==> config.mk <==
export PLATFORM = sky130hd
export DESIGN_NAME = ssd_sqrt
export DESIGN_NICKNAME = d
export VERILOG_FILES = /design/src/rtl/ssd_sqrt.sv
export SDC_FILE = /design/constraint.sdc
export NUM_CORES = 1
export LEC_CHECK = 0
export BUFFER_PORTS_ARGS = -buffer_cell sky130_fd_sc_hd__buf_2
export CORE_MARGIN = 2
export CORE_UTILIZATION = 60
export CTS_BUF_LIST = sky130_fd_sc_hd__clkbuf_2
export DETAILED_ROUTE_END_ITERATION = 6
export PLACE_DENSITY_LB_ADDON = 0.08
export SETUP_SLACK_MARGIN = 0.15
export SLEW_MARGIN = 10
export SYNTH_ARGS = -nofsm -noshare
export SYNTH_HDL_FRONTEND = slang
export SYNTH_SLANG_ARGS = --single-unit
==> constraint.sdc <==
create_clock -name clk -period 3.9 [get_ports clk]
set_clock_uncertainty 0.2 [all_clocks]
set_input_delay 0 -clock clk [delete_from_list [all_inputs] [get_ports clk]]
set_output_delay 0 -clock clk [all_outputs]
set_load 0.05 [all_outputs]
==> src/rtl/ssd_sqrt.sv <==
// Pipelined floor square root, one root bit per stage.
module ssd_sqrt #(
	parameter int XW = 32
) (
	input  logic                  clk,
	input  logic                  en,
	input  logic [XW-1:0]         x,
	output logic [(XW+1)/2-1:0]   root
);
	localparam int RW   = (XW + 1) / 2;
	localparam int REMW = RW + 3;

	logic [2*RW-1:0] x_s    [RW];
	logic [REMW-1:0] rem_s  [RW];
	logic [RW-1:0]   root_s [RW];

	for (genvar k = 0; k < RW; k++) begin : g_digit
		logic [2*RW-1:0] x_prev;
		logic [REMW-1:0] rem_prev;
		logic [RW-1:0]   root_prev;
		logic [REMW-1:0] cur;
		logic [REMW-1:0] trial;
		logic            ge;

		if (k == 0) begin : g_first
			assign x_prev    = (2*RW)'(x);
			assign rem_prev  = '0;
			assign root_prev = '0;
		end else begin : g_next
			assign x_prev    = x_s[k-1];
			assign rem_prev  = rem_s[k-1];
			assign root_prev = root_s[k-1];
		end

		assign cur   = {rem_prev[REMW-3:0], x_prev[2*(RW-1-k) +: 2]};
		assign trial = REMW'({root_prev, 2'b01});
		assign ge    = (cur >= trial);

		always_ff @(posedge clk) begin
			if (en) begin
				x_s[k]    <= x_prev;
				rem_s[k]  <= ge ? (cur - trial) : cur;
				root_s[k] <= {root_prev[RW-2:0], ge};
			end
		end
	end

	assign root = root_s[RW-1];
endmodule

Yosys cells after proc, flatten, opt, wreduce, memory -nomap -nowiden
Memories as Yosys holds them, arrays and structs flattened.
Cells that the tools add are included.
- bits in latches: 0
- bits of input ports: 34
- register bits: 0
- memories kept: 3
- memory bits (read-only): 0
- bits in writable memories: 1072
- memories (name ; depth ; bits a word ; read ports ; clocked after memory_dff ; wr ports ; line ; RTL):
    x_s ; 16 ; 32 ; 15 ; 0 ; 16 ; 13 ; logic [2*RW-1:0] x_s [RW];
    rem_s ; 16 ; 19 ; 15 ; 0 ; 16 ; 14 ; logic [REMW-1:0] rem_s [RW];
    root_s ; 16 ; 16 ; 16 ; 0 ; 16 ; 15 ; logic [RW-1:0] root_s [RW];
- reduce and logical (&&, ||, !) cells: 0
- multipliers: 0
- shift-type cells: 0
- add/sub/neg operators: 16
- mux-type cells: 18
- div/mod/pow operators: 0
- equal/unequal tests: 0
- order comparisons: 16
- bitwise gates (word level): 0
- operators with widths (cell ; number):
    19-bit two-way mux ; 16
    19-bit by 18-bit >= comparator with 1-bit output ; 15
    19-bit by 18-bit subtractor with 19-bit output ; 15
    2-bit by 1-bit subtractor with 3-bit output (second input constant) ; 1
    2-bit by 1-bit >= comparator with 1-bit output (second input constant) ; 1
    1-bit two-way mux ; 2

Depth between registers and ports, before layout
An unclocked memory read counts as a cell.
- depth in word-level cells: 3
- gate-level depth with buffers: 11
- depth with buffers taken out: 9

Worst setup path before layout
No wires, ideal clock.
- kind: reg-to-reg
- start: mem rem_s[1][63] (netlist name)
- end: mem rem_s[1][85] (netlist name) (data pin)
- arrival time: 2.585 ns
- stages on the path, launching flop included: 9
- slack: 0.856 ns
- setup time: 0.260 ns
- required time: 3.440 ns
- clock period less this slack: 3.044 ns
- path through: edfxtp_1 > ha_1 > a21oi_1 > nand2_1 > a21oi_1 > a31oi_1 > a21boi_1 > buf_2 > mux2_2
- RTL lines (item ; line):
    start: declaration ; 14

==> run summary <==
Critical Path Sink Type - register
Total CTS buffers - 152
Worst slew pin tran - 855 ps
Later-pin clock latency in the skew report - 1300 ps
Crit Path Category - reg2reg
Num rows - 79
Startpoint Class - register
Worst endpoint data arrival time - 4230 ps
I/O Buffers - 49
Number of global-route vias before repair - 17400
Initial Utilization - 60.7%
Most frequent cell after synthesis - edfxtp_1
Total grt overflow - 0
Required time of the critical path - 4660 ps
Setup Buffers After CTS - 0
Clk root buf - clkbuf_2
Io pins - 50
Non-Filler Instances - 3125
Synth cell types - 72
Most used DFF post-synth - edfxtp_1
Commonest cells in the netlist - edfxtp_1, inv_1, ha_1, o21ai_0, nand2_1
Sequential share of the synthesized area - 65.5%
Placed cells - 2756
Layout area overhead - 12.6%
Hpwl dp - 33500 um
Outcome - completed
Peak Freq - 288 MHz
Clock-pin transition on the worst setup and hold timing paths - 100 ps
Routability Congestion - 0.928
Via/cell ratio - 5.53
Setup TNS - 0 ps
Die area - 48600 um2
Post-Syn Instances - 2102
CTS tree - done
RSZ-0062 raised after global routing - false
# H-tree levels - 4
Final setup vio count - 0
Final slew viol count - 0
DR pass1 iterations - 5
Vias - 17300
Hold/Removal Path Class - reg2reg
Layout cells sized above 1 - 14.7%
Max VDD drop - 0.425 mV
Clk sinks - 613
Number of antenna violations at the first check in global routing - 2
Post-route ant nets - 0
Core area - 46400 um2
Total power - 15200 uW
Syn. warnings - 0
Per-cell routed wire length - 16.4 um
First-pass GRT wire length - 83100 um
Crit share post-route - 88.9%
Yosys top cell area share - 65.5%
Synthesized area - 28100 um2
Final nets - 2590
Syn_nets - 2288
Max-cap viol count - 0
Final Hold Viols - 0
Worst-path fanout max - 16
DRC - 0
Total Wirelength - 51300 um
Largest net degree at the start of global routing - 95
Max transition margin - 43.0%
Synth Register Bits - 613
Mean post-synth cell area - 13.4 um2
Die H - 220 um
Min cycle time layout - 3470 ps
Die width - 220 um
Largest area contributor in the netlist - edfxtp_1
Synth area leaders - edfxtp_1, ha_1, xor2_1, inv_1, o21ai_0
Power Dens Cells - 480 nW/um2
Iteration-0 DRC Markers - 1332
Leakage - 0.0125 uW
Maximum root-to-sink buffer count - 3
GR Util All Layers - 21.9%
FFs w/ async S/R, synth - 0%
Number of enable flip-flop cells after synthesis - 613
-- logic make-up (layout without fill, tap and decap cells) --
family | Yosys count | after routing | share of synthesized area (%)
DFF | 613 | 613 | 65.5
and+or+nand+nor | 520 | 520 | 9.47
xor gates and xnor gates | 151 | 151 | 4.73
adders and majority gates | 152 | 152 | 6.76
other | 1 | 5 | 0.0133
AOI/OAI and AO/OA | 397 | 397 | 8.65
buffers and inverters | 219 | 631 | 2.97
muxes | 49 | 49 | 1.94
-- state kept, by name (all words and copies together) (netlist names) --
signal / cells
x_s: 240
rem_s: 237
root_s: 136
-- area by class of cell --
cell class                      instances  area, um2
Tap cell                              607        759
Multi-Input combinational cell       1270       8890
Inverter                              194        728
Timing Repair Buffer                  173       1530
Clock inverter                         48        268
Antenna cell                            4       10.0
Fill cell                            3222      14700
Sequential cell                       613      18400
Clock buffer                          216       1080
-- worst paths after layout --
| path | cells after the start | endpoint | slack, ps | startpoint |
|---|---|---|---|---|
| max reg2reg | 8 | rem_s[1][121] | 430 | rem_s[1][98] |
| min | 0 | root_s[1][122] | 200 | root_s[1][105] |
| max | 8 | rem_s[1][121] | 430 | rem_s[1][98] |
| min reg2reg | 0 | root_s[1][122] | 200 | root_s[1][105] |
-- per-stage QoR --
stage / area, um2 / utilization (%) / setup slack [ps] / hold slack [ps]
floorplan: 28100 / - / 856 / -101
detailed placement: 29300 / 63.2 / 593 / -21.9
finish: 31700 / 68.3 / 432 / 197
global placement: 29300 / 63.2 / 647 / -23.9
CTS: 31700 / 68.3 / 508 / 30.9
global route: 31700 / 68.3 / 164 / 46.2
-- worst max-delay path, stage by stage, from the launching register on --
cell and delay, ps:
edfxtp_1 410, ha_1 400, a211oi_1 290, o21ai_0 170
o21ai_0 500, nand2_1 200, a31oi_2 540, buf_4 320
o41ai_1 110
-- power by group --
group | internal (uW) | total [uW] | switching [uW]
clock | 1590 | 4170 | 2580
sequential | 8110 | 8500 | 388
combinational | 1120 | 2540 | 1420
-- layer usage --
layer	GRT usage, %	vias to the layer above	share of wire [%]
met2	35.4	489	48
li1	-	8511	-
met3	6.03	102	5.8
met5	0	-	0
met4	9.78	0	2.5
met1	27.8	8169	44
-- timing repair --
item,4_1_cts,5_1_grt
hold endpoints to repair,646,0
resized for setup,0,0
hold buffers,101,0
-- placed cells by master, fill, tap and decap left out, drive strengths merged, types with 9 or more instances in the layout --
cell type / n
a21oi: 103
nor3: 53
xnor2: 62
nor4: 31
inv: 203
o21ai: 132
or4: 11
clkinv: 36
nand2: 130
edfxtp: 613
nor2b: 29
nand3: 28
and3: 9
mux2: 41
nor2: 104
a31oi: 10
o21a: 34
dlygate4sd3: 100
o31ai: 23
clkbuf: 216
and2: 10
or2: 10
xor2: 89
nand2b: 25
or3: 30
ha: 152
a211oi: 13
buf: 73
nand4: 17
o21bai: 11
a21o: 21
Note: power is estimated with default switching activity, not from simulation.
