--- config.mk ---
export PLATFORM = sky130hd
export DESIGN_NAME = ssd_mul
export DESIGN_NICKNAME = d
export VERILOG_FILES = /design/src/rtl/ssd_pkg.sv /design/src/rtl/ssd_mul.sv
export SDC_FILE = /design/constraint.sdc
export NUM_CORES = 2
export LEC_CHECK = 0
export BUFFER_PORTS_ARGS = -buffer_cell sky130_fd_sc_hd__buf_4
export CAP_MARGIN = 20
export CORE_UTILIZATION = 25
export DETAILED_ROUTE_END_ITERATION = 8
export PLACE_DENSITY = 0.43
export SLEW_MARGIN = 40
export SYNTH_ARGS = -nofsm -noshare
export SYNTH_HDL_FRONTEND = slang
export SYNTH_SLANG_ARGS = --single-unit
--- constraint.sdc ---
create_clock -name clk -period 15.7 [get_ports clk]
set_input_delay 0.785 -clock clk [delete_from_list [all_inputs] [get_ports clk]]
set_output_delay 0.785 -clock clk [all_outputs]
set_load 0.01 [all_outputs]
--- src/rtl/ssd_pkg.sv ---
// Shared constants and types of the segment-to-segment distance pipeline.
package ssd_pkg;

	// Default signed coordinate width of the input points.
	localparam int COORD_WIDTH_DEF = 24;

	// Fraction bits of the clamped segment parameters s and t.
	localparam int PARAM_BITS = 24;

	localparam int THRESH_WIDTH = 25;
	localparam int DIST_WIDTH   = 25;

	localparam logic [THRESH_WIDTH-1:0] THRESH_RESET = THRESH_WIDTH'(1678);
	localparam logic [DIST_WIDTH-1:0]   DIST_MAX     = {DIST_WIDTH{1'b1}};

	// A parameter of exactly 1.0.
	localparam logic [PARAM_BITS:0] PARAM_ONE = {1'b1, {PARAM_BITS{1'b0}}};

	// Multiplier limb width; partial products are (MUL_LIMB+1) bits square.
	localparam int MUL_LIMB = 30;
	localparam int MUL_LAT  = 2;

	// Divider depth: one setup stage and one stage per quotient bit.
	localparam int DIV_LAT = PARAM_BITS + 1;

	// Which clamping branch an item takes.
	typedef enum logic [2:0] {
		PC_BOTH_POINTS,
		PC_FIRST_POINT,
		PC_SECOND_POINT,
		PC_T_LOW,
		PC_T_HIGH,
		PC_T_MID
	} pair_case_t;

endpackage

--- src/rtl/ssd_mul.sv ---
// Two-stage signed multiplier built from registered limb partial products.
module ssd_mul #(
	parameter int AW = 32,
	parameter int BW = 32
) (
	input  logic                 clk,
	input  logic                 en,
	input  logic signed [AW-1:0] a_in,
	input  logic signed [BW-1:0] b_in,
	output logic signed [AW+BW-1:0] prod
);
	import ssd_pkg::*;

	localparam int LW = MUL_LIMB;
	localparam int NA = (AW + LW - 1) / LW;
	localparam int NB = (BW + LW - 1) / LW;

	logic signed [NA*LW-1:0] a_ext;
	logic signed [NB*LW-1:0] b_ext;
	logic signed [LW:0]      a_limb [NA];
	logic signed [LW:0]      b_limb [NB];
	logic signed [2*LW+1:0]  pp_s1 [NA][NB];
	logic signed [AW+BW-1:0] acc;

	assign a_ext = (NA*LW)'(a_in);
	assign b_ext = (NB*LW)'(b_in);

	// Lower limbs are unsigned; the top limb carries the sign.
	always_comb begin
		for (int i = 0; i < NA; i++) begin
			if (i == NA - 1) begin
				a_limb[i] = {a_ext[i*LW+LW-1], a_ext[i*LW +: LW]};
			end else begin
				a_limb[i] = {1'b0, a_ext[i*LW +: LW]};
			end
		end
		for (int j = 0; j < NB; j++) begin
			if (j == NB - 1) begin
				b_limb[j] = {b_ext[j*LW+LW-1], b_ext[j*LW +: LW]};
			end else begin
				b_limb[j] = {1'b0, b_ext[j*LW +: LW]};
			end
		end
	end

	always_ff @(posedge clk) begin
		if (en) begin
			for (int i = 0; i < NA; i++) begin
				for (int j = 0; j < NB; j++) begin
					pp_s1[i][j] <= a_limb[i] * b_limb[j];
				end
			end
		end
	end

	always_comb begin
		acc = '0;
		for (int i = 0; i < NA; i++) begin
			for (int j = 0; j < NB; j++) begin
				acc = acc + ((AW+BW)'(pp_s1[i][j]) <<< (LW*(i+j)));
			end
		end
	end

	always_ff @(posedge clk) begin
		if (en) begin
			prod <= acc;
		end
	end
endmodule

# Word level (Yosys, flattened, before mapping)

Memories as Yosys holds them, arrays and structs flattened.
Index checks and enable logic that the tools add are counted.

Add/sub/neg operators: 3
Multiply operators: 4
Muxes and demuxes: 2

Operator list:

| operator                     | number |
|---|---|
| adder 64 bit                 | 2 |
| adder 62 x 64 -> 64 bit      | 1 |
| multiplier 30 x 30 -> 60 bit | 1 |
| multiplier 2 x 31 -> 33 bit  | 1 |
| multiplier 31 x 2 -> 33 bit  | 1 |
| multiplier 2 x 2 -> 4 bit    | 1 |
| 2-to-1 mux 1 bit             | 2 |

Memories kept: 1
Flip-flop bits (word level): 64
RAM bits: 248
Input port bits: 66
Output and inout port bits: 64

Memories:

| memory | depth | bits a word | rd ports | clocked after memory_dff | wr ports | RTL line      | source |
|---|---|---|---|---|---|---|---|
| pp_s1  | 2     | 124         | 2        | 0                        | 2        | ssd_mul.sv:22 | `logic signed [2*LW+1:0] pp_s1 [NA][NB];` |

# Logic depth before layout (Yosys ltp)

An unclocked memory read counts as a cell.

Word-level depth: 4
Mapped depth: 29

# Worst setup path after synthesis

OpenSTA, ideal clock, no wires.

Kind: input -> register
From: input a_in[27]
To: memory pp_s1[0][119] in the netlist's numbering, data pin
Stages on the path: 26
Arrival: 7,205 ps
Path buffers: 2
Path slack: 8,234 ps
Cell sequence: clkbuf_1 nand2_1 fa_1 inv_1 fa_1 fa_1 inv_1 fa_1 inv_1 fa_1 fa_1 fa_1 inv_1 fa_1 inv_1 ha_1 clkbuf_1 a21oi_1 o21ai_0 a211oi_1 a21oi_1 o21a_1 o31a_1 o41ai_2 o21ai_1 xor2_1

RTL lines:

| what        | RTL line      | source |
|---|---|---|
| from (decl) | ssd_mul.sv:8  | `input logic signed [AW-1:0] a_in,` |
| to (decl)   | ssd_mul.sv:22 |  |

==> impl_results.rst <==
.. list-table::
   :header-rows: 1

   * - Metric
     - Value
   * - Leading area contributor after synthesis
     - sky130_fd_sc_hd__fa_1
   * - Die area
     - 171300 um2
   * - Remaining routing DRC violations
     - 0
   * - Worst setup path class
     - input pin to flip-flop
   * - Post-DR vias/cell
     - 4.430
   * - Via Count
     - 28920
   * - Area share of the largest cell type after synthesis
     - 38.66%
   * - Reported max-cap violation count
     - 0
   * - Antenna violation net count after detailed routing
     - 0
   * - Largest net degree at the start of global routing
     - 79
   * - Net count after synthesis
     - 5660
   * - Clock skew
     - 0.01571 ns
   * - Count of boundary I/O pins
     - 130
   * - Count of input and output buffers
     - 129
   * - Clock Tree Root
     - sky130_fd_sc_hd__clkbuf_16
   * - Headroom to the max-slew limit
     - 49.03%
   * - Mapped Area
     - 42410 um2
   * - Commonest cells post-synth
     - sky130_fd_sc_hd__inv_1, sky130_fd_sc_hd__fa_1, sky130_fd_sc_hd__and2_1
   * - GRT Total Usage
     - 15.40%
   * - Worst Hold Class
     - flip-flop to flip-flop
   * - Gate count after technology mapping
     - 4379
   * - Core Area
     - 167800 um2
   * - Wire length of the first global-routing pass
     - 198700 um
   * - Portion of the post-synthesis area used by sequential elements
     - 13.74%
   * - Routability-driven placement congestion ratio
     - 0.8513
   * - EDFF count, synth
     - 194
   * - Setup_tns
     - 0 ns
   * - Post-synthesis async set-or-reset flop share
     - 0%
   * - Syn avg cell area
     - 9.685 um2
   * - Worst setup slack for register-to-register paths
     - 11.73 ns
   * - Area contributors post-synth
     - sky130_fd_sc_hd__fa_1, sky130_fd_sc_hd__edfxtp_1, sky130_fd_sc_hd__ha_1, sky130_fd_sc_hd__and2_1, sky130_fd_sc_hd__inv_1
   * - Buffers from clock root to sink, at most
     - 2
   * - Number of DRC markers in iteration 0
     - 1474
   * - Setup repair after global routing missed its margin
     - false
   * - Hold Crit Depth
     - 0
   * - Depth of the worst register-to-register path
     - 12
   * - Number of post-CTS setup repair buffers
     - 0
   * - Slew of the pin with the lowest slew margin
     - 0.7645 ns
   * - Register bit total from synthesis
     - 194
   * - Layout Area Growth over Synthesis
     - 8.217%
   * - Die outline height
     - 413.9 um
   * - Status
     - finished clean
   * - Wirelength, routed
     - 129000 um
   * - Kind of capture point of the worst setup path
     - flip-flop
   * - Max frequency
     - 119.0 MHz
   * - Yosys cell types
     - 88
   * - Number of nets in the finished design
     - 5590
   * - Sinks on Clock Net
     - 194
   * - Startpoint of the most critical register-to-register path
     - pp_s1[0][1]
   * - Post-DP HPWL
     - 97030 um
   * - Final hold violation count
     - 0
   * - Initial core utilization
     - 25.28%
   * - End of the worst hold path
     - prod[20]
   * - Floorplan die width
     - 413.9 um
   * - Leading cell type by number of instances after synthesis
     - sky130_fd_sc_hd__inv_1
   * - Total CTS buffers
     - 17
   * - Quantity of gates resized following cts
     - 0
   * - Startpoint type of the worst setup path
     - input pin
   * - Vias in the first global route
     - 31530
   * - Total number of placement rows
     - 150
   * - Most used flip-flop cell after synthesis
     - sky130_fd_sc_hd__edfxtp_1
   * - Average routed wire per standard cell
     - 19.76 um
   * - Clock edge transition at the registers on the reported setup and hold paths
     - 0.09 ns
   * - Final Max Tran Viols
     - 0
   * - Critical path peak fanout
     - 32
   * - Final number of setup-violating endpoints
     - 0
   * - CP arrival
     - 8.66 ns
   * - Count of fill cells added during filler insertion
     - 17920
   * - Count of warnings emitted by yosys
     - 0
   * - TritonCTS clock tree
     - built
   * - Required time at the worst-slack endpoint
     - 15.95 ns
   * - H-tree lvl count
     - 4
   * - Worst flop-to-flop path endpoint
     - prod[55]
   * - Number of iterations in the first detailed-routing pass
     - 6
   * - Post-layout minimum cycle time
     - 8.406 ns
   * - Hold Crit Start
     - pp_s1[0][82]
   * - Total congestion overflow after global routing
     - 0
   * - Fin crit share
     - 53.54%
   * - Number of antenna violations at the first check in global routing
     - 13
   * - Quantity of hold-fixing buffers added after cts
     - 0
   * - Worst hold slack
     - 0.4223 ns
   * - Fraction of final layout cells with drive strength greater than 1
     - 5.044%
   * - Source-to-sink clock delay at the later pin of the worst-skew pair
     - 0.48 ns
==> cells in the final DEF, fill, tap and decap left out, types with 8 or more instances in the layout <==
| cell type | instances |
|---|---|
| sky130_fd_sc_hd__edfxtp_1 | 194 |
| sky130_fd_sc_hd__nand3_1 | 32 |
| sky130_fd_sc_hd__a31oi_1 | 10 |
| sky130_fd_sc_hd__a211oi_1 | 12 |
| sky130_fd_sc_hd__xor2_1 | 46 |
| sky130_fd_sc_hd__buf_4 | 131 |
| sky130_fd_sc_hd__a211o_1 | 8 |
| sky130_fd_sc_hd__a21o_1 | 62 |
| sky130_fd_sc_hd__clkbuf_16 | 17 |
| sky130_fd_sc_hd__nand2b_1 | 12 |
| sky130_fd_sc_hd__o21ai_1 | 16 |
| sky130_fd_sc_hd__o21a_1 | 13 |
| sky130_fd_sc_hd__o21bai_1 | 20 |
| sky130_fd_sc_hd__nand4_1 | 24 |
| sky130_fd_sc_hd__a21oi_1 | 141 |
| sky130_fd_sc_hd__nor2_1 | 80 |
| sky130_fd_sc_hd__inv_1 | 847 |
| sky130_fd_sc_hd__xnor2_1 | 97 |
| sky130_fd_sc_hd__nand2_1 | 467 |
| sky130_fd_sc_hd__nor2b_1 | 75 |
| sky130_fd_sc_hd__fa_1 | 819 |
| sky130_fd_sc_hd__nor3_1 | 19 |
| sky130_fd_sc_hd__and2_1 | 575 |
| sky130_fd_sc_hd__o21ai_0 | 56 |
| sky130_fd_sc_hd__ha_1 | 396 |
==> registers in the layout, summed over array words and instances, names as in the netlist <==
name   count
prod      64
pp_s1    130
==> layout make-up <==
| class | count | area (um2) | share of cell area [%] |
|---|---|---|---|
| Tap cell | 2204 | 2758 | 6.009 |
| Timing Repair Buffer | 132 | 997.2 | 2.173 |
| Multi-Input combinational cell | 3117 | 32530 | 70.88 |
| Clock inverter | 14 | 171.4 | 0.3735 |
| Clock buffer | 18 | 429.2 | 0.9351 |
| Sequential cell | 194 | 5826 | 12.69 |
| Inverter | 847 | 3179 | 6.927 |
| Antenna cell | 2 | 5.005 | 0.01091 |
==> worst max path at each step <==
stage / start / endpoint / cells past startpoint
5_1_grt: a_in[7] / pp_s1[0][111] / 25
4_1_cts: b_in[8] / pp_s1[0][111] / 24
3_5_place_dp: b_in[8] / pp_s1[0][111] / 24
6_report: a_in[15] / pp_s1[0][111] / 24
2_1_floorplan: a_in[27] / pp_s1[0][119] / 26
3_3_place_gp: b_in[10] / pp_s1[0][111] / 24
==> stage by stage <==
step / area, um2 / utilization [%] / worst slack (ns) / cells
detailed placement: 45290 / 26.99 / 6.819 / 6494
global placement: 45290 / 26.99 / 6.951 / 6494
CTS: 45890 / 27.35 / 7.355 / 6526
finish: 45890 / 27.35 / 7.294 / 6528
global route: 45890 / 27.35 / 7.053 / 6527
floorplan: 42410 / - / 8.234 / 4379
==> kinds of logic (layout without fill, tap and decap cells) <==
kind of cell	after synthesis	after routing	share of synthesized area, %
buf+inv	1068	1011	9.562
xor+xnor	143	143	2.953
simple gates	1324	1324	16.24
fa+ha+maj	1215	1215	50.34
mux	1	1	0.02655
other cells	0	2	0
compound gates	434	434	7.140
flops	194	194	13.74
==> metal layers <==
layer	routed length, um	vias to the layer above	part of all wire (%)	track usage, %
met5	68	-	0.053	0
li1	-	13310	-	-
met3	4097	94	3.2	1.420
met2	61310	501	48	25.77
met4	1817	12	1.4	2.789
met1	61720	15010	48	21.65
==> critical path: stages <==
cell	delay, ns
sky130_fd_sc_hd__buf_4	0.44
sky130_fd_sc_hd__and2_1	0.23
sky130_fd_sc_hd__fa_1	0.46
sky130_fd_sc_hd__fa_1	0.58
sky130_fd_sc_hd__inv_1	0.07
sky130_fd_sc_hd__fa_1	0.51
sky130_fd_sc_hd__fa_1	0.52
sky130_fd_sc_hd__inv_1	0.05
sky130_fd_sc_hd__fa_1	0.60
sky130_fd_sc_hd__fa_1	0.44
sky130_fd_sc_hd__fa_1	0.48
sky130_fd_sc_hd__inv_1	0.04
sky130_fd_sc_hd__fa_1	0.47
sky130_fd_sc_hd__inv_1	0.04
sky130_fd_sc_hd__ha_1	0.41
sky130_fd_sc_hd__nand2_1	0.17
sky130_fd_sc_hd__nor3_1	0.46
sky130_fd_sc_hd__a22oi_1	0.29
sky130_fd_sc_hd__a21oi_1	0.45
sky130_fd_sc_hd__nor3_1	0.21
sky130_fd_sc_hd__nor4_1	0.33
sky130_fd_sc_hd__o21a_1	0.16
sky130_fd_sc_hd__nor3_1	0.04
sky130_fd_sc_hd__a2111oi_1	0.33
Power is left out: the tool's default activity adds up to more than one toggle a clock period on the data nets, which glitch-free logic cannot reach.
