## src/rtl/ssd_pkg.sv

```systemverilog
// Shared constants and types of the segment-to-segment distance pipeline.
package ssd_pkg;

	// Default signed coordinate width of the input points.
	localparam int COORD_WIDTH_DEF = 24;

	// Fraction bits of the clamped segment parameters s and t.
	localparam int PARAM_BITS = 24;

	localparam int THRESH_WIDTH = 25;
	localparam int DIST_WIDTH   = 25;

	localparam logic [THRESH_WIDTH-1:0] THRESH_RESET = THRESH_WIDTH'(1678);
	localparam logic [DIST_WIDTH-1:0]   DIST_MAX     = {DIST_WIDTH{1'b1}};

	// A parameter of exactly 1.0.
	localparam logic [PARAM_BITS:0] PARAM_ONE = {1'b1, {PARAM_BITS{1'b0}}};

	// Multiplier limb width; partial products are (MUL_LIMB+1) bits square.
	localparam int MUL_LIMB = 30;
	localparam int MUL_LAT  = 2;

	// Divider depth: one setup stage and one stage per quotient bit.
	localparam int DIV_LAT = PARAM_BITS + 1;

	// Which clamping branch an item takes.
	typedef enum logic [2:0] {
		PC_BOTH_POINTS,
		PC_FIRST_POINT,
		PC_SECOND_POINT,
		PC_T_LOW,
		PC_T_HIGH,
		PC_T_MID
	} pair_case_t;

endpackage

```

## src/rtl/ssd_div.sv

```systemverilog
// Pipelined restoring divider giving a clamped fraction num/den in [0, 1].
module ssd_div #(
	parameter int NW = 32
) (
	input  logic                 clk,
	input  logic                 arst_n,
	input  logic                 en,
	input  logic signed [NW-1:0] num,
	input  logic signed [NW-1:0] den,
	output logic [ssd_pkg::PARAM_BITS:0] quo
);
	import ssd_pkg::*;

	logic [NW-1:0]         rem_s  [PARAM_BITS+1];
	logic [NW-1:0]         den_s  [PARAM_BITS+1];
	logic [PARAM_BITS-1:0] q_s    [PARAM_BITS+1];
	logic                  zero_s [PARAM_BITS+1];
	logic                  one_s  [PARAM_BITS+1];

	// Setup stage: non-positive operands give zero, num at or above den gives one.
	always_ff @(posedge clk or negedge arst_n) begin
		if (!arst_n) begin
			zero_s[0] <= 1'b1;
			one_s[0]  <= 1'b0;
		end else if (en) begin
			zero_s[0] <= (den <= 0) || (num <= 0);
			one_s[0]  <= (num >= den);
		end
	end

	always_ff @(posedge clk) begin
		if (en) begin
			rem_s[0] <= num;
			den_s[0] <= den;
			q_s[0]   <= '0;
		end
	end

	for (genvar k = 1; k <= PARAM_BITS; k++) begin : g_step
		logic [NW-1:0] rem2;
		logic          ge;

		assign rem2 = {rem_s[k-1][NW-2:0], 1'b0};
		assign ge   = (rem2 >= den_s[k-1]);

		always_ff @(posedge clk or negedge arst_n) begin
			if (!arst_n) begin
				zero_s[k] <= 1'b1;
				one_s[k]  <= 1'b0;
			end else if (en) begin
				zero_s[k] <= zero_s[k-1];
				one_s[k]  <= one_s[k-1];
			end
		end

		always_ff @(posedge clk) begin
			if (en) begin
				rem_s[k] <= ge ? (rem2 - den_s[k-1]) : rem2;
				den_s[k] <= den_s[k-1];
				q_s[k]   <= {q_s[k-1][PARAM_BITS-2:0], ge};
			end
		end
	end

	always_comb begin
		if (zero_s[PARAM_BITS]) begin
			quo = '0;
		end else if (one_s[PARAM_BITS]) begin
			quo = PARAM_ONE;
		end else begin
			quo = {1'b0, q_s[PARAM_BITS]};
		end
	end
endmodule

```

## config.mk

```make
export PLATFORM = sky130hd
export DESIGN_NAME = ssd_div
export DESIGN_NICKNAME = d
export VERILOG_FILES = /design/src/rtl/ssd_pkg.sv /design/src/rtl/ssd_div.sv
export SDC_FILE = /design/constraint.sdc
export NUM_CORES = 2
export LEC_CHECK = 0
export ABC_AREA = 0
export BUFFER_PORTS_ARGS = -buffer_cell sky130_fd_sc_hd__clkbuf_2
export CAP_MARGIN = 0
export CORE_MARGIN = 2
export CORE_UTILIZATION = 39
export CTS_BUF_LIST = sky130_fd_sc_hd__clkbuf_8
export DETAILED_ROUTE_END_ITERATION = 12
export PLACE_DENSITY = 0.6
export SLEW_MARGIN = 30
export SYNTH_ARGS = -nofsm -noshare
export SYNTH_HDL_FRONTEND = slang
export SYNTH_SLANG_ARGS = --single-unit
```

## constraint.sdc

```tcl
create_clock -name clk -period 4.6 [get_ports clk]
set_input_delay 0.92 -clock clk [delete_from_list [all_inputs] [get_ports clk]]
set_output_delay 0.92 -clock clk [all_outputs]
set_load 0.01 [all_outputs]
```

# Yosys cells after proc, flatten, opt, wreduce, memory -nomap -nowiden
# Memories as Yosys holds them, arrays and structs flattened.
# Index checks and enable logic that the tools add are counted.
# word_totals
reg_bits	50
ramBits	2200
output_inout_bits	25
n_memories	3
# op_classes
n_reduce_logical	1
n_mux	28
add_sub_neg	24
magnitude_cmp	27
# memory_table
name	depth	width	read_ports	rd_clocked_by_memory_dff	write_ports	line	rtl
den_s	25	32	24	0	25	ssd_div.sv:15	logic [NW-1:0] den_s [PARAM_BITS+1];
rem_s	25	32	24	0	25	ssd_div.sv:14	logic [NW-1:0] rem_s [PARAM_BITS+1];
q_s	25	24	25	0	25	ssd_div.sv:16	logic [PARAM_BITS-1:0] q_s [PARAM_BITS+1];
# op_table
op	n
32-bit greater-or-equal comparator	25
32-bit 2-to-1 mux	24
32-bit subtractor	24
32-bit by 1-bit less-or-equal comparator with 1-bit output, second input constant	2
25-bit 2-to-1 mux	2
1-bit 2-to-1 mux	2
1-bit logical OR	1

# Longest topological paths before layout
# An unclocked memory read counts as a cell.
# depth
word_depth	3
ltp_mapped	15

# Worst setup path after synthesis
# OpenSTA, ideal clock, no wires.
# synth_path
path_type	reg-to-reg
from	mem rem_s[20][0], in the netlist rem_s[2][128]
to	mem rem_s[21][19], in the netlist rem_s[2][179], data pin
arrival_time_ns	3.403
path_buffers	1
required_time_ns	4.340
slack_ns	0.937
stages_incl_launch_ff	13
cell_sequence	edfxtp_1 > fa_1 > a21o_1 > a221oi_2 > a211oi_1 > o311a_1 > o31a_1 > a211oi_2 > a21o_1 > a21oi_1 > o22ai_4 > buf_6 > mux2_2
# synth_lines
element	line
start, declared	ssd_div.sv:14

==> results_tabular.tex <==
\begin{tabular}{lr}
\hline
Metric & Value \\
\hline
\multicolumn{2}{l}{\textbf{Cells and area}} \\
\quad Number of nets in the layout & roughly 10,000 \\
\quad Layout area overhead & 11.5\% \\
\quad Leading cell types in the layout, fill and taps excluded & sky130\_fd\_sc\_hd\_\_edfxtp\_1, sky130\_fd\_sc\_hd\_\_inv\_1, sky130\_fd\_sc\_hd\_\_ha\_1 \\
\quad Share of layout cells above drive strength 1 & 11.0\% \\
\quad Most frequent standard cell in the layout excluding fill and tap cells & sky130\_fd\_sc\_hd\_\_edfxtp\_1 \\
\multicolumn{2}{l}{\textbf{Clock tree}} \\
\quad Inserted Clock Buffers & 334 \\
\quad Clock latency on the worst-skew pair & 1.04 ns \\
\quad CTS tree & done \\
\quad Number of H-tree branching levels & 5 \\
\quad Clock root buffer & sky130\_fd\_sc\_hd\_\_clkbuf\_8 \\
\quad Post-cts resize count & 0 \\
\quad CTS clock-pin slew for the worst setup and hold paths & 0.06 ns \\
\quad Bufs on Longest Clock Path & 4 \\
\quad Clock sink count & between 1,500 and 2,000 \\
\multicolumn{2}{l}{\textbf{STA}} \\
\quad Final critical delay including setup and external delays & 4.32 ns \\
\quad Slew Viols, Final & 0 \\
\quad Setup TNS & 0 ns \\
\quad Skew final & 0.0528 ns \\
\quad Number of hold violations in the final report & 0 \\
\quad Actual transition at the worst max-transition pin & around 1 ns \\
\quad Maximum operating frequency & 231 MHz \\
\quad Portion of the clock cycle consumed by the worst path in the final layout & 94.0\% \\
\quad Unrepaired setup endpoints after global routing & no \\
\quad Post-Route Hold Slack & 0.137 ns \\
\quad Number of setup violations in the final report & 0 \\
\quad Headroom to the max-slew limit & a little under a third \\
\multicolumn{2}{l}{\textbf{Die}} \\
\quad I/O Pins & 92 \\
\quad Die Footprint & 270,000 sq um \\
\quad Vertical die dimension & 520 um \\
\quad Initial standard-cell utilization of the core & about two fifths \\
\quad Core outline area & between 200,000 and 300,000 sq um \\
\quad Die Span X & approximately 520 um \\
\quad Number of placement rows & 189 \\
\multicolumn{2}{l}{\textbf{Critical path}} \\
\quad Critical setup path kind & flop to flop \\
\quad CP required & 5.36 ns \\
\quad Startpoint of the worst setup timing path & rem\_s[1][32] \\
\quad Crit path launch type & flop \\
\quad Data arrival time at the worst-slack endpoint & a little over 5 ns \\
\quad Critical R2R Launch & rem\_s[1][32] \\
\quad Kind of capture point of the worst setup path & flop \\
\quad Register-to-register setup slack & 0.28 ns \\
\quad Worst-path fanout max & 13 \\
\multicolumn{2}{l}{\textbf{Drt}} \\
\quad DRC violation total after the first TritonRoute iteration & 5,110 \\
\quad Number of design rule violations left after detail routing & 0 \\
\quad Mean number of vias per cell & 5.26 \\
\quad Total routed wirelength & 244 mm \\
\quad DRT antenna net count & 0 \\
\quad Detailed-routing iteration count for the pre-antenna-repair pass & 6 \\
\quad Average detailed-routed wire length per instance & 18.4 um \\
\quad Via count & 69,591 \\
\multicolumn{2}{l}{\textbf{Placement}} \\
\quad Detail Placement HPWL & around 180 mm \\
\quad Last weighted congestion value of the routability-driven placer & 0.909 \\
\quad Number of input and output port buffers inserted & 91 \\
\multicolumn{2}{l}{\textbf{Pwr}} \\
\quad Switching portion of total power & 38.0\% \\
\quad Part of the power in registers & 35.5\% \\
\quad Leak & around 0.048 uW \\
\quad Design internal power & roughly 48,000 uW \\
\quad Combinational share of power & a little under half \\
\quad Power density cells & between 600 and 700 nW/um\^{}2 \\
\quad Post-layout power & 77,600 uW \\
\quad Psw & 29,500 uW \\
\quad Clk network pwr share & 19.4\% \\
\quad Worst vdd ir & 0.269 mV \\
\multicolumn{2}{l}{\textbf{Synthesis}} \\
\quad Nets in the synthesized netlist & 9,964 \\
\quad Cells taking the most area after synthesis & sky130\_fd\_sc\_hd\_\_edfxtp\_1, sky130\_fd\_sc\_hd\_\_ha\_1, sky130\_fd\_sc\_hd\_\_mux2\_2 \\
\quad Syn\_area\_per\_cell & 11.4 sq um \\
\quad Number of different library cells in the post-synthesis netlist & 91 \\
\quad Cell type with the largest total area after synthesis & sky130\_fd\_sc\_hd\_\_edfxtp\_1 \\
\quad Proportion of register bits with asynchronous set or reset after synthesis & 2.69\% \\
\quad Sequential fraction of the synthesis area & 53.7\% \\
\quad Area share of the leading cell type in the synthesized netlist & 52.4\% \\
\quad Synthesized instance count & roughly 9,000 \\
\quad EDFF count, synth & 1,812 \\
\quad Dominant register cell in the synthesized netlist & sky130\_fd\_sc\_hd\_\_edfxtp\_1 \\
\quad Number of flip-flops and latches in the synthesized netlist & between 1,500 and 2,000 \\
\quad Yosys warning count & 0 \\
\quad Post-synthesis instance area & 104,000 sq um \\
\multicolumn{2}{l}{\textbf{Run status}} \\
\quad Outcome & completed \\
\multicolumn{2}{l}{\textbf{Flow run}} \\
\quad Max Cap Viol & 0 \\
\multicolumn{2}{l}{\textbf{Hold path}} \\
\quad Type of the worst min-delay path & primary input to flop \\
\quad Start point of the worst min-delay path & den[5] \\
\multicolumn{2}{l}{\textbf{GRT}} \\
\quad Global router's overall resource usage & 17.6\% \\
\quad Number of global-route vias before repair & 69,329 \\
\quad Maximum number of pins on one net before global-route repair & 110 \\
\quad Total grt overflow & 0 \\
\quad Number of antenna violations at the first check in global routing & 3 \\
\quad Wire length of the first global-routing pass & 383 mm \\
\hline
\end{tabular}
-- repair_timing --
item | CTS | global route
hold buffers | 4 | 0
setup buffers | 0 | 0
endpoints found under the hold margin | 11 | 0
-- area by class of cell --
type	instances	area, sq um
inverters	971	3640
diodes	5	12.5
well taps	3533	4420
clock buffers	345	4750
flip-flops and latches	1862	55700
multi-input cells	6061	43800
repair buffers	206	1790
fillers	24705	149000
clock inverters	241	1600
-- synth_stat cells, drive strengths merged, types with 14 or more instances --
| cell | instances |
|---|---|
| o21bai | 90 |
| nor2b | 86 |
| nor2 | 501 |
| and3 | 47 |
| a2111oi | 14 |
| nand2b | 92 |
| clkbuf | 139 |
| o22ai | 15 |
| o21ai | 566 |
| or2 | 18 |
| a21boi | 17 |
| a41oi | 18 |
| a211o | 25 |
| xor2 | 252 |
| o2111ai | 14 |
| fa | 23 |
| or3 | 37 |
| nand3 | 122 |
| o21a | 91 |
| nand4 | 118 |
| o211ai | 45 |
| a221oi | 22 |
| o31ai | 53 |
| xnor2 | 360 |
| dfstp | 25 |
| a21oi | 737 |
| nor3 | 114 |
| a21o | 404 |
| and2 | 72 |
| a211oi | 59 |
| a31oi | 92 |
| ha | 799 |
| o31a | 20 |
| inv | 971 |
| nand2 | 586 |
| dfrtp | 25 |
| buf | 42 |
| and4 | 15 |
| edfxtp | 1812 |
| a31o | 17 |
| nor4 | 35 |
| mux2 | 356 |
-- cells by family after synthesis --
logic type / count (synthesis) / synth area share [%]
AOI/OAI and AO/OA: 2389 / 14.4
xor gates and xnor gates: 612 / 5.17
adders and majority gates: 822 / 10.1
buffers and inverters: 1152 / 4.24
DFF: 1862 / 53.7
muxes: 365 / 3.95
and+or+nand+nor: 1873 / 8.48
-- critical path: stages, from the launching register on --
cell and delay (ns):
sky130_fd_sc_hd__edfxtp_1 0.43, sky130_fd_sc_hd__fa_1 0.47, sky130_fd_sc_hd__a21oi_1 0.21, sky130_fd_sc_hd__o21ai_0 0.15, sky130_fd_sc_hd__a2111oi_0 0.84, sky130_fd_sc_hd__nor3b_1 0.13
sky130_fd_sc_hd__a211o_1 0.36, sky130_fd_sc_hd__a21oi_1 0.18, sky130_fd_sc_hd__nor2b_1 0.07, sky130_fd_sc_hd__o2111ai_1 0.27, sky130_fd_sc_hd__a31oi_4 0.26, sky130_fd_sc_hd__buf_8 0.24
sky130_fd_sc_hd__buf_8 0.16, sky130_fd_sc_hd__mux2_2 0.28
-- power by group through the flow --
stage                     logic [uW]  registers (uW)  clock network, uW
after global routing           39100           28000              16400
after detailed placement       34600           27900                  0
after global placement         33900           28000                  0
final                          35000           27500              15000
after CTS                      34900           27700              15700
after floorplan                26700           26300                  0
-- through the flow --
| stage | cell area [sq um] | cells | utilization, % | setup WS (ns) |
|---|---|---|---|---|
| after floorplan | 104000 | 9075 | - | 0.937 |
| after global placement | 109000 | 12625 | 41.3 | 0.311 |
| after global routing | 116000 | 13223 | 43.7 | 0.0338 |
| after CTS | 116000 | 13219 | 43.7 | 0.258 |
| final | 116000 | 13224 | 43.7 | 0.278 |
| after detailed placement | 109000 | 12629 | 41.3 | 0.302 |
-- layer usage --
layer	vias to the layer above	GRT usage, %	part of all wire, %
met1	33427	23.4	44
met4	2	5.69	2.9
li1	34046	-	-
met2	1681	29.6	48
met3	435	2.50	4.9
met5	-	0	0.0029
-- path summary, 6_finish.rpt --
| kind | cells past startpoint | end |
|---|---|---|
| worst max-delay path | 13 | rem_s[1][74] |
| worst min-delay path | 1 | den_s[0][5] |
| worst max register to register | 13 | rem_s[1][74] |
| worst min register to register | 0 | q_s[0][317] |
| max in group asynchronous | 3 | one_s[22] |
| min in group asynchronous | 2 | one_s[24] |
-- registers in the layout (all words and copies together) (netlist names) --
register / cells
rem_s: 744
zero_s: 25
q_s: 300
one_s: 25
den_s: 768
Note: power is estimated with default switching activity, not from simulation.
